### src/sv/rtc_pkg.sv
// Package for the real-time clock: types, constants and calendar helper functions.
// Used by rtc_next and by the top level; depends on nothing.
package rtc_pkg;

	localparam int UP_DAY_W   = 16;
	localparam int IN_DATA_W  = 48;
	localparam int OUT_DATA_W = 80;

	localparam logic [5:0] SEC_LAST   = 6'd59;
	localparam logic [5:0] MIN_LAST   = 6'd59;
	localparam logic [4:0] HOUR_LAST  = 5'd23;
	localparam logic [3:0] MONTH_LAST = 4'd12;
	localparam logic [3:0] MONTH_FEB  = 4'd2;
	localparam logic [3:0] MONTH_APR  = 4'd4;
	localparam logic [3:0] MONTH_JUN  = 4'd6;
	localparam logic [3:0] MONTH_SEP  = 4'd9;
	localparam logic [3:0] MONTH_NOV  = 4'd11;

	typedef enum logic [1:0] {
		REQ_TICK = 2'd0,
		REQ_SET  = 2'd1,
		REQ_DST  = 2'd2
	} req_t;

	typedef struct packed {
		logic [15:0] year;
		logic [3:0]  month;
		logic [4:0]  day;
	} date_t;

	typedef struct packed {
		req_t        req;
		logic [15:0] set_year;
		logic [3:0]  set_month;
		logic [4:0]  set_day;
		logic [4:0]  set_hour;
		logic [5:0]  set_minute;
		logic [5:0]  set_second;
		logic [4:0]  new_offset;
	} item_t;

	typedef struct packed {
		logic                cal_valid;
		date_t               date;
		logic [4:0]          hour;
		logic [5:0]          minute;
		logic [5:0]          second;
		logic [4:0]          dst_hours;
		logic [UP_DAY_W-1:0] up_days;
		logic [4:0]          up_hours;
		logic [5:0]          up_minutes;
		logic [5:0]          up_seconds;
	} rtc_state_t;

	localparam rtc_state_t RTC_RESET = '{
		cal_valid:  1'b0,
		date:       '{year: 16'd0, month: 4'd1, day: 5'd1},
		hour:       5'd0,
		minute:     6'd0,
		second:     6'd0,
		dst_hours:  5'd0,
		up_days:    '0,
		up_hours:   5'd0,
		up_minutes: 6'd0,
		up_seconds: 6'd0
	};

	// Unused month codes count as 31-day months.
	function automatic logic [4:0] month_len(logic [3:0] m, logic [15:0] y);
		logic [4:0] len;
		unique case (m)
			MONTH_APR, MONTH_JUN, MONTH_SEP, MONTH_NOV: len = 5'd30;
			MONTH_FEB: len = (y[1:0] != 2'd0) ? 5'd28 : 5'd29;
			default: len = 5'd31;
		endcase
		return len;
	endfunction

	function automatic date_t next_day(date_t d);
		date_t n;
		n = d;
		if (d.day >= month_len(d.month, d.year)) begin
			n.day = 5'd1;
			if (d.month >= MONTH_LAST) begin
				n.month = 4'd1;
				n.year  = d.year + 16'd1;
			end else begin
				n.month = d.month + 4'd1;
			end
		end else begin
			n.day = d.day + 5'd1;
		end
		return n;
	endfunction

	function automatic date_t prev_day(date_t d);
		date_t n;
		n = d;
		if (d.day <= 5'd1) begin
			if (d.month <= 4'd1) begin
				n.month = MONTH_LAST;
				n.year  = d.year - 16'd1;
			end else begin
				n.month = d.month - 4'd1;
			end
			n.day = month_len(n.month, n.year);
		end else begin
			n.day = d.day - 5'd1;
		end
		return n;
	endfunction

endpackage

### src/sv/rtc_next.sv
// Next-state logic of the real-time clock: tick, set and DST change for one beat.
// Depends on rtc_pkg.
module rtc_next (
	input  rtc_pkg::rtc_state_t cur,
	input  rtc_pkg::item_t      item,
	output rtc_pkg::rtc_state_t nxt
);
	import rtc_pkg::*;

	logic signed [7:0] hsum;
	logic signed [7:0] hmod;

	// Hour after an offset change lies in -31..62, so at most two corrections bring it into 0..23.
	always_comb begin
		hsum = $signed({3'b000, cur.hour}) + $signed({3'b000, item.new_offset})
			- $signed({3'b000, cur.dst_hours});
		priority if (hsum < -8'sd24) begin
			hmod = hsum + 8'sd48;
		end else if (hsum < 8'sd0) begin
			hmod = hsum + 8'sd24;
		end else if (hsum > 8'sd47) begin
			hmod = hsum - 8'sd48;
		end else if (hsum > 8'sd23) begin
			hmod = hsum - 8'sd24;
		end else begin
			hmod = hsum;
		end
	end

	always_comb begin
		nxt = cur;
		unique case (item.req)
			REQ_TICK: begin
				if (cur.up_seconds < SEC_LAST) begin
					nxt.up_seconds = cur.up_seconds + 6'd1;
				end else begin
					nxt.up_seconds = 6'd0;
					if (cur.up_minutes < MIN_LAST) begin
						nxt.up_minutes = cur.up_minutes + 6'd1;
					end else begin
						nxt.up_minutes = 6'd0;
						if (cur.up_hours < HOUR_LAST) begin
							nxt.up_hours = cur.up_hours + 5'd1;
						end else begin
							nxt.up_hours = 5'd0;
							nxt.up_days  = cur.up_days + UP_DAY_W'(1);
						end
					end
				end
				if (cur.cal_valid) begin
					if (cur.second < SEC_LAST) begin
						nxt.second = cur.second + 6'd1;
					end else begin
						nxt.second = 6'd0;
						if (cur.minute < MIN_LAST) begin
							nxt.minute = cur.minute + 6'd1;
						end else begin
							nxt.minute = 6'd0;
							if (cur.hour < HOUR_LAST) begin
								nxt.hour = cur.hour + 5'd1;
							end else begin
								nxt.hour = 5'd0;
								nxt.date = next_day(cur.date);
							end
						end
					end
				end
			end
			REQ_SET: begin
				nxt.date.year  = item.set_year;
				nxt.date.month = item.set_month;
				nxt.date.day   = item.set_day;
				nxt.hour       = item.set_hour;
				nxt.minute     = item.set_minute;
				nxt.second     = item.set_second;
				nxt.dst_hours  = item.new_offset;
				nxt.cal_valid  = 1'b1;
			end
			REQ_DST: begin
				if (cur.cal_valid) begin
					nxt.hour      = hmod[4:0];
					nxt.dst_hours = item.new_offset;
					if (hsum < 8'sd0) begin
						nxt.date = prev_day(cur.date);
					end else if (hsum > 8'sd23) begin
						nxt.date = next_day(cur.date);
					end
				end
			end
			default: begin
				nxt = cur;
			end
		endcase
	end

endmodule

### src/sv/calendar_rtc_with_dst_and_uptime_unit.sv
// Top level of the real-time clock with calendar, DST offset and uptime counter.
// Depends on rtc_pkg and rtc_next.

// The block takes one request beat per cycle at sustained rate while result beats are taken,
// and answers every request with one result beat, holding the calendar and uptime as they stand
// after that request. A request is captured in an input register, then a single pass of
// second/minute/hour/day/month/year rollover logic updates the clock registers, which drive the
// result beat directly; when the result is not taken, one further request waits in the input
// register and then input ready drops. Request kinds: tick, set (loads date, time and DST offset
// and marks the calendar valid), DST change (ignored until the calendar is valid); code 3 leaves
// everything unchanged. Set values are not range checked.
module calendar_rtc_with_dst_and_uptime_unit (
	input  logic                              clk,
	input  logic                              arst_n,
	input  logic                              s_axis_tvalid,
	output logic                              s_axis_tready,
	// set_year, set_month, set_day, set_hour, set_minute, set_second, new_offset, pad
	input  logic [rtc_pkg::IN_DATA_W-1:0]     s_axis_tdata,
	// req_type
	input  logic [1:0]                        s_axis_tuser,
	output logic                              m_axis_tvalid,
	input  logic                              m_axis_tready,
	// year, month, day, hour, minute, second, up_days, up_hours, up_minutes, up_seconds, pad
	output logic [rtc_pkg::OUT_DATA_W-1:0]    m_axis_tdata,
	// calendar_valid
	output logic [0:0]                        m_axis_tuser
);
	import rtc_pkg::*;

	logic       valid_s1;
	item_t      item_s1;
	rtc_state_t state_q;
	rtc_state_t state_nxt;
	logic       out_valid_q;
	logic       advance;
	logic       fire;

	rtc_next u_next (
		.cur  (state_q),
		.item (item_s1),
		.nxt  (state_nxt)
	);

	// The clock registers double as the result register, so they only move once the beat is taken.
	assign advance       = !out_valid_q || m_axis_tready;
	assign fire          = valid_s1 && advance;
	assign s_axis_tready = !valid_s1 || advance;

	always_ff @(posedge clk or negedge arst_n) begin
		if (!arst_n) begin
			valid_s1    <= 1'b0;
			out_valid_q <= 1'b0;
			state_q     <= RTC_RESET;
		end else begin
			if (s_axis_tready) begin
				valid_s1 <= s_axis_tvalid;
			end
			if (advance) begin
				out_valid_q <= valid_s1;
			end
			if (fire) begin
				state_q <= state_nxt;
			end
		end
	end

	always_ff @(posedge clk) begin
		if (s_axis_tvalid && s_axis_tready) begin
			item_s1.req        <= req_t'(s_axis_tuser);
			item_s1.set_year   <= s_axis_tdata[15:0];
			item_s1.set_month  <= s_axis_tdata[19:16];
			item_s1.set_day    <= s_axis_tdata[24:20];
			item_s1.set_hour   <= s_axis_tdata[29:25];
			item_s1.set_minute <= s_axis_tdata[35:30];
			item_s1.set_second <= s_axis_tdata[41:36];
			item_s1.new_offset <= s_axis_tdata[46:42];
		end
	end

	assign m_axis_tvalid = out_valid_q;
	assign m_axis_tuser  = state_q.cal_valid;
	assign m_axis_tdata  = {
		5'd0,
		state_q.up_seconds,
		state_q.up_minutes,
		state_q.up_hours,
		16'(state_q.up_days),
		state_q.second,
		state_q.minute,
		state_q.hour,
		state_q.date.day,
		state_q.date.month,
		state_q.date.year
	};

endmodule

### config.mk
export PLATFORM = sky130hd
export DESIGN_NAME = calendar_rtc_with_dst_and_uptime_unit
export DESIGN_NICKNAME = d
export VERILOG_FILES = /design/src/sv/rtc_pkg.sv /design/src/sv/rtc_next.sv /design/src/sv/calendar_rtc_with_dst_and_uptime_unit.sv
export SDC_FILE = /design/constraint.sdc
export NUM_CORES = 1
export LEC_CHECK = 0
export ABC_AREA = 1
export BUFFER_PORTS_ARGS = -buffer_cell sky130_fd_sc_hd__buf_2
export CELL_PAD_IN_SITES_DETAIL_PLACEMENT = 0
export CELL_PAD_IN_SITES_GLOBAL_PLACEMENT = 2
export CORE_MARGIN = 4
export CORE_UTILIZATION = 34
export CTS_BUF_LIST = sky130_fd_sc_hd__clkbuf_4
export CTS_CLUSTER_DIAMETER = 30
export CTS_CLUSTER_SIZE = 10
export DETAILED_ROUTE_END_ITERATION = 6
export GPL_TIMING_DRIVEN = 0
export HOLD_SLACK_MARGIN = 0.06
export PLACE_DENSITY_LB_ADDON = 0.1
export SETUP_SLACK_MARGIN = 0.5
export SLEW_MARGIN = 20
export SYNTH_ARGS = -nofsm -noshare
export SYNTH_HDL_FRONTEND = slang
export SYNTH_HIERARCHICAL = 1
export SYNTH_SLANG_ARGS = --single-unit
### constraint.sdc
create_clock -name clk -period 3.5 [get_ports clk]
set_input_delay 0.525 -clock clk [delete_from_list [all_inputs] [get_ports clk]]
set_output_delay 0.525 -clock clk [all_outputs]
set_load 0.03 [all_outputs]
==> implementation parameters <==
Parameter                              Value

Pwr
  Clk network pwr share ... under 10%
  Cell internal pwr ... between 0.006 and 0.007 W
  Net load switching power ... between 0.007 and 0.008 W
  Fraction of power spent switching nets ... 51.0%
  Pwr per Cell Area ... 1020 nW/um2
  Largest vdd supply drop ... 0.000681 V
  Fraction of power consumed by combinational cells ... 74.2%
  Share of total power in sequential cells ... 17.4%
  Static leakage ... about 6.8 nW

Cells and area
  Area Overhead vs Synth ... 25.5%
  Final layout net count ... 1839
  Proportion of layout cells with a drive suffix above 1 ... 28.0%
  Final design instance area without fill ... 13500 um2
  Fillers ... 3301

Drt
  Total wire length after detailed routing ... roughly 41 mm
  Wire length per cell after detailed routing ... 18.9 um
  Starting DRC count in detailed routing ... 812
  Total iterations of the first detailed-routing run ... 5
  Post-route DRC violation count ... 0
  Remaining antenna violation count ... 0
  Overall via count from detail_route ... 10900
  Via-to-Cell Ratio ... 5.06

Critical path
  Maximum fanout along the worst path ... 6
  Startpoint Class ... flop
  Type of destination of the critical path ... flop
  WP data arrival ... between 3 and 4 ns
  Worst Reg-to-Reg Cells ... 25
  Reg-to-reg critical path startpoint ... m_axis_tdata[26]
  Internal reg-to-reg setup slack ... 0.21 ns
  Cell repeated most along the worst path ... sky130_fd_sc_hd__nand2_4
  Slowest cell on the critical path ... sky130_fd_sc_hd__dfrtp_2
  Max stage delay on crit path ... ~0.46 ns
  Reg2reg end ... m_axis_tdata[6]
  Critical path type ... flop to flop
  Data required time of the critical path ... 4.04 ns

Yosys
  Post-Syn Area per Cell ... between 7 and 8 um2
  Warnings, synthesis ... 6
  Biggest area consumer among synthesized cells ... sky130_fd_sc_hd__dfrtp_1
  Register bit total from synthesis ... 132
  Fraction of synthesized cell area taken by the top area cell type ... 18.8%
  Number of distinct library cells after synthesis ... 59
  Post-synthesis async set-or-reset flop share ... between 60% and 70%
  Library cell with the highest instance count after synthesis ... sky130_fd_sc_hd__nand2_1
  Leading cell types by total area after synthesis ... sky130_fd_sc_hd__dfrtp_1, sky130_fd_sc_hd__nand2_1, sky130_fd_sc_hd__edfxtp_1
  Fraction of the yosys area taken by sequential cells ... between 30% and 40%
  Top FF cell, synth ... sky130_fd_sc_hd__dfrtp_1
  Number of flops mapped to enable cells by yosys ... 49
  Area of the mapped netlist ... 10800 um2
  Leading post-synthesis cells by instance count ... sky130_fd_sc_hd__nand2_1, sky130_fd_sc_hd__nand3_1, sky130_fd_sc_hd__inv_1
  Gate count of the mapped netlist ... 1513

Placement
  Post-detailed-placement half-perimeter wirelength ... 28.7 mm
  Number of buffers added on ports ... 130
  Dpl cell area ... 12000 um2
  GPL Wtd Cong ... 0.894

Clock tree
  Clock-pin slew on the worst setup and hold paths ... 0.14 ns
  Maximum number of buffers from clock root to sink ... 2
  Library cell used as clock root buffer ... sky130_fd_sc_hd__clkbuf_4
  Depth of the CTS H-tree ... 4
  Total CTS buffers ... 17
  Clock sink count ... roughly 130
  Clock tree from TritonCTS ... done
  Worst-Skew Late Latency ... 0.60 ns

STA
  Final Max Tran Viols ... 0
  Final setup skew ... roughly 0.03 ns
  RSZ-0062 raised after global routing ... true
  Final setup vio count ... 0
  Total negative slack ... 0 ns
  Maximum clock frequency ... 0.304 GHz
  Worst-margin pin slew ... roughly 1.1 ns
  Post-route minimum period ... 3.29 ns
  Hold Vio Cnt, Final ... 0
  Final period utilization ... 93.9%
  Worst relative slew slack ... between 20% and 30%

Global routing
  Via count of the first global-routing pass ... about 10000
  GRT overflow ... 0
  Global-route wire length before repair ... 61.5 mm
  Maximum number of pins on one net before global-route repair ... between 60 and 70
  Initial antenna violation count ... 1
  Overall Global Routing Usage ... approximately a quarter

Worst hold path
  Min-Delay Endpoint ... item_s1[43]
  Kind of path behind the tightest hold check ... primary input to flop
  Worst hold path startpoint ... s_axis_tdata[12]
  Number of instances on the worst hold path ... 1

Die
  Area of the core ... 30900 um2
  Starting density of the core ... 34.9%
  Die ar. ... approximately 35000 um2
  Die width ... 186 um
  I/O pin total ... 137
  Number of rows in the core area ... 64
  Die height ... 186 um

Flow run
  Number of max-cap violations ... 0

Outcome
  Result of the run ... finished, final reports clean
-- cell usage in the layout, fill, tap and decap left out, drive strengths merged, types with 18 or more instances in the layout --
master,count
ha,33
a21oi,92
nor3,18
buf,306
clkbuf,43
dfrtp,81
nand2,460
nand4,23
inv,151
o21ai,78
nand3,176
edfxtp,49
nor2,111
dlygate4sd3,26
xor2,29
-- logic make-up after synthesis --
| family | synth area share [%] |
|---|---|
| xor gates and xnor gates | 2.92 |
| adders and majority gates | 4.76 |
| AOI/OAI and AO/OA | 11.3 |
| other | 0.0348 |
| buffers and inverters | 15.0 |
| DFF | 32.9 |
| and+or+nand+nor | 33.0 |
-- power groups by stage --
stage          sequential [W]  combinational [W]  clock (W)
2_1_floorplan         0.00226            0.00525          0
3_3_place_gp          0.00245            0.00710          0
3_5_place_dp          0.00244            0.00713          0
4_1_cts               0.00239            0.00890    0.00120
5_1_grt               0.00244             0.0110    0.00127
6_report              0.00239             0.0102    0.00116
-- worst max-delay path by stage --
stage                     start         endpoint  slack [ns]  cells after the start
6_report       m_axis_tdata[26]  m_axis_tdata[6]        0.21                     25
5_1_grt        m_axis_tdata[27]  m_axis_tdata[3]         0.1                     25
4_1_cts        m_axis_tdata[26]  m_axis_tdata[6]        0.19                     25
3_5_place_dp   m_axis_tdata[16]  m_axis_tdata[6]       -0.13                     18
3_3_place_gp   m_axis_tdata[28]  m_axis_tdata[6]       -0.12                     24
2_1_floorplan       state_q[33]  m_axis_tdata[8]        0.51                     24
-- metrics by stage --
step           utilization, %  setup WS [ns]  hold WS, ns  std cells  total power (W)
6_report                 43.8          0.214        0.118       2157           0.0138
4_1_cts                  42.2          0.190       0.0619       2133           0.0125
3_3_place_gp             38.8         -0.122        0.478       2043          0.00955
2_1_floorplan               -          0.507        0.229       1517          0.00751
3_5_place_dp             38.9         -0.134        0.402       2044          0.00957
5_1_grt                  43.8         0.0975       0.0615       2157           0.0147
-- area by class of cell --
class,instances,area (um2),area share [%]
clock inverters,10,133,0.980
inverters,151,601,4.44
clock buffers,22,165,1.22
multi-input cells,1092,6040,44.7
diodes,1,2.50,0.0185
repair buffers,211,1440,10.6
well taps,396,495,3.66
plain buffers,142,1090,8.05
flip-flops and latches,132,3560,26.3
-- state kept, by name (all words and copies together) (netlist names) --
signal         cells
state_q            5
valid_s1           1
item_s1           49
m_axis_tdata      75
m_axis_tuser       1
m_axis_tvalid      1
-- worst max-delay path: cells and delay by family (launching register included) --
| kind | cells | cell delay [ns] |
|---|---|---|
| DFF | 1 | 0.46 |
| buffers and inverters | 6 | 0.53 |
| and+or+nand+nor | 15 | 1.14 |
| adders and majority gates | 3 | 0.98 |
| AOI/OAI and AO/OA | 1 | 0.08 |
-- what timing repair did --
action / 4_1_cts / 5_1_grt
setup endpoints to repair: 37 / 28
gates cloned: 1 / 1
resized for setup: 53 / 84
pin swaps: 38 / 84
setup buffers: 30 / 22
hold buffers: 26 / 0
hold endpoints to repair: 42 / 0
-- layer usage --
layer  global-route usage [%]  vias to the layer above  wire length (um)
li1                         -                     5351                 -
met1                     32.7                     5162             19000
met2                     37.7                      339             18700
met3                     3.50                       58              1930
met4                     6.97                        0              1110
met5                        0                        -                 0
(Power assumes the default switching activity.)
